[src/rtl/dequ_pkg.sv]
// ============================================================================
// Double-ended queue unit: package
// Widths, operation and status codes, and the command broadcast to the cells.
// ============================================================================
`default_nettype none

package dequ_pkg;

    localparam int DATA_W        = 64;
    localparam int OP_W          = 3;
    localparam int ST_W          = 2;
    localparam int DEPTH_DEFAULT = 1024;

    // Operation codes carried on the input tuser.
    typedef enum logic [OP_W-1:0] {
        OP_PUSH_FRONT = 3'd0,
        OP_PUSH_BACK  = 3'd1,
        OP_POP_FRONT  = 3'd2,
        OP_POP_BACK   = 3'd3,
        OP_PEEK_FRONT = 3'd4,
        OP_PEEK_BACK  = 3'd5,
        OP_SIZE       = 3'd6,
        OP_CLEAR      = 3'd7
    } op_t;

    // Status codes carried on the output tuser.
    typedef enum logic [ST_W-1:0] {
        ST_OK    = 2'd0,
        ST_VALUE = 2'd1,
        ST_EMPTY = 2'd2,
        ST_FULL  = 2'd3
    } status_t;

    // The mode applied to every cell of one row in a cycle.
    typedef enum logic [1:0] {
        ROW_HOLD      = 2'd0,
        ROW_SHIFT_IN  = 2'd1,
        ROW_SHIFT_OUT = 2'd2,
        ROW_WRITE     = 2'd3
    } row_mode_t;

    typedef struct packed {
        row_mode_t                 mode;
        logic signed [DATA_W-1:0] value;
    } row_cmd_t;

endpackage

`default_nettype wire

[src/rtl/dequ_cell.sv]
// ============================================================================
// Double-ended queue unit: storage cell
// Holds one entry of a row; takes a neighbor's entry when the row shifts, or
// the broadcast value when the row writes at this cell's position.
// ============================================================================
`default_nettype none

module dequ_cell
    import dequ_pkg::*;
(
    input  wire logic                     clk,
    input  wire row_cmd_t                 cmd,
    input  wire logic                     write_en,
    input  wire logic signed [DATA_W-1:0] left_data,
    input  wire logic signed [DATA_W-1:0] right_data,
    output logic signed [DATA_W-1:0]      data
);

    logic signed [DATA_W-1:0] data_reg;
    logic signed [DATA_W-1:0] data_next;

    // Select the new entry for this cell.
    always_comb
    begin
        case (cmd.mode)
            ROW_SHIFT_IN:  data_next = left_data;
            ROW_SHIFT_OUT: data_next = right_data;
            ROW_WRITE:     data_next = write_en ? cmd.value : data_reg;
            default:       data_next = data_reg;
        endcase
    end

    // Entry storage; contents are meaningful only below the fill count.
    always_ff @(posedge clk)
    begin
        data_reg <= data_next;
    end

    assign data = data_reg;

endmodule

`default_nettype wire

[config.mk]
export PLATFORM = sky130hd
export DESIGN_NAME = dequ_cell
export DESIGN_NICKNAME = d
export VERILOG_FILES = /design/src/rtl/dequ_pkg.sv /design/src/rtl/dequ_cell.sv
export SDC_FILE = /design/constraint.sdc
export NUM_CORES = 1
export LEC_CHECK = 0
export BUFFER_PORTS_ARGS = -buffer_cell sky130_fd_sc_hd__buf_2
export CAP_MARGIN = 15
export CORE_ASPECT_RATIO = 0.5
export CORE_UTILIZATION = 40
export CTS_BUF_LIST = sky130_fd_sc_hd__clkbuf_8
export DETAILED_ROUTE_END_ITERATION = 16
export GPL_TIMING_DRIVEN = 1
export PLACE_DENSITY = 0.79
export SLEW_MARGIN = 20
export SYNTH_ARGS = -nofsm -noshare
export SYNTH_HDL_FRONTEND = slang
export SYNTH_SLANG_ARGS = --single-unit
[constraint.sdc]
create_clock -name clk -period 4.6 [get_ports clk]
set_input_delay 0 -clock clk [delete_from_list [all_inputs] [get_ports clk]]
set_output_delay 0 -clock clk [all_outputs]
set_load 0.02 [all_outputs]
==> metrics.md <==
| Metric | Value |
|---|---|
| DR iter-0 viols | `255` |
| CP required | `4.74 ns` |
| Routed len/inst | `15.8 µm` |
| Seq cells post-synth | `64` |
| Pre-antenna DRT Iters | `5` |
| Vias in the first global route | `4144` |
| DR DRC count | `0` |
| Synth-to-Final Area Change | `36.2%` |
| DP Cell Count | `789` |
| GP Congestion | `0.811` |
| Post-route cell area | `5640 µm²` |
| Rel. slew slack | `33.1%` |
| # resized after CTS | `0` |
| GR Overflow Total | `0` |
| Sum Neg Setup Slack | `0 ns` |
| Remaining antenna violation count | `0` |
| Final Cycle Share | `48.0%` |
| Min Tclk post-route | `2.21 ns` |
| Share of cells above drive strength 1 | `41.7%` |
| Fin. Hold Viols | `0` |
| Sink Count | `64` |
| Post-DP HPWL | `8790 µm` |
| Ys Warns | `0` |
| Critical path class | `primary input to register` |
| FF/Latch Area | `1920 µm²` |
| Area of the multi-input gates | `2010 µm²` |
| Core Box Area | `9730 µm²` |
| Die H | `73.9 µm` |
| Pwr Density | `310 nW/µm²` |
| Setup crit end kind | `register` |
| Die width | `146 µm` |
| Seq/Total Area, Yosys | `46.4%` |
| Hold Crit Depth | `3` |
| Dpl cell area | `5440 µm²` |
| Post-CTS Hold Buffers | `0` |
| Lkg Pwr | `2.32 nW` |
| Max Freq | `0.453 GHz` |
| Mapped Cells | `432` |
| Clock buffer count from CTS | `9` |
| Initial antenna violation count | `0` |
| Die area | `10800 µm²` |
| Syn Area/Cell | `9.58 µm²` |
| H-tree depth | `3` |
| Core Rows | `25` |
| Synth cell types | `15` |
| Maxcap violations | `0` |
| Fin cells | `806` |
| Hold Path Class | `primary input to register` |
| Worst-path clk slew | `0.07 ns` |
| Setup ws final | `2.39 ns` |
| First-pass GRT wire length | `19200 µm` |
| Final design utilization | `57.9%` |
| Via density | `5.21` |
| Clk Tree Root Cell | `clkbuf_8` |
| Max-slew violation count | `0` |
| Largest net degree at the start of global routing | `130` |
| ANT cells | `0` |
| Worst slew pin tran | `1.00 ns` |
| Nets | `865` |
| Mapped Area | `4140 µm²` |
| Outcome | `completed` |
| Post-CTS Setup Bufs | `0` |
| Setup repair after global routing missed its margin | `no` |
| Input/output buffers | `259` |
| CP Launch Type | `primary input` |
| CTS tree | `yes` |
| Filler Cells Inserted | `909` |
| Initial Utilization | `42.5%` |
| WP data arrival | `2.35 ns` |
| GR Util All Layers | `22.7%` |
| Critical path peak fanout | `65` |
| Vias | `4202` |
| Max FFs per register | `64` |
| I/O Pins | `260` |
| Setup violations, final | `0` |
| VDD IR-drop max | `0.000147 V` |
| Pwr Total | `1.75 mW` |
| Hold Slack | `0.0267 ns` |
| Final wirelength | `12700 µm` |
| Worst slack, placed | `2.32 ns` |
| CTS Buffer Depth | `2` |
| Syn Nets | `631` |
## final cells by class
type / count / share of cell area (%)
Inverter: 3 / 0.222
Timing Repair Buffer: 264 / 23.9
Tap cell: 135 / 3.00
Sequential cell: 64 / 34.1
Multi-Input combinational cell: 324 / 35.6
Clock inverter: 7 / 0.954
Clock buffer: 9 / 2.20
## synth_stat cells (all sizes together)
library cell   n  share of area (%)
a32oi         64                 14
edfxtp        64                 46
nand2         64                5.8
nand2b        64                9.7
nand3         64                7.7
nor2b         64                9.7
buf           30                4.6
clkbuf        11                1.1
ha             3               0.91
inv            3               0.27
mux2i          1               0.24
## layout by cell type (no fill, tap or decap), drive strengths merged
master  instances
a32oi          64
buf           264
bufinv          1
clkbuf          9
clkinv          6
edfxtp         64
ha              3
inv             3
mux2i           1
nand2          64
nand2b         64
nand3          64
nor2b          64
## power by group
group          switching (mW)  internal, mW  total (mW)
Combinational           0.307         0.193       0.500
Sequential             0.0268         0.761       0.788
Clock                   0.218         0.240       0.458
Total                   0.552          1.19        1.75
## per-layer routing
metal	share of wire, %	global-route usage (%)
met5	0	0
met1	40	24.8
met4	2.6	9.94
met2	51	42.1
met3	5.7	7.02
## critical path, cell delays in order
cell      delay (ns)
buf_2           0.14
inv_1           0.06
ha_2            0.15
buf_4           0.46
clkinv_2        0.94
a32oi_1         0.54
## final timing paths
check / startpoint / to / slack, ns
max: cmd[64] / data[48] / 2.39
min: right_data[3] / data[3] / 0.03
## cells by family (layout without fill, tap and decap cells)
family | Yosys count | in the layout | share of synthesized area (%)
compound gates | 64 | 64 | 13.5
buf+inv | 44 | 283 | 5.96
flops | 64 | 64 | 46.4
mux | 1 | 1 | 0.242
fa+ha+maj | 3 | 3 | 0.907
simple gates | 256 | 256 | 32.9
(Power assumes the default switching activity.)
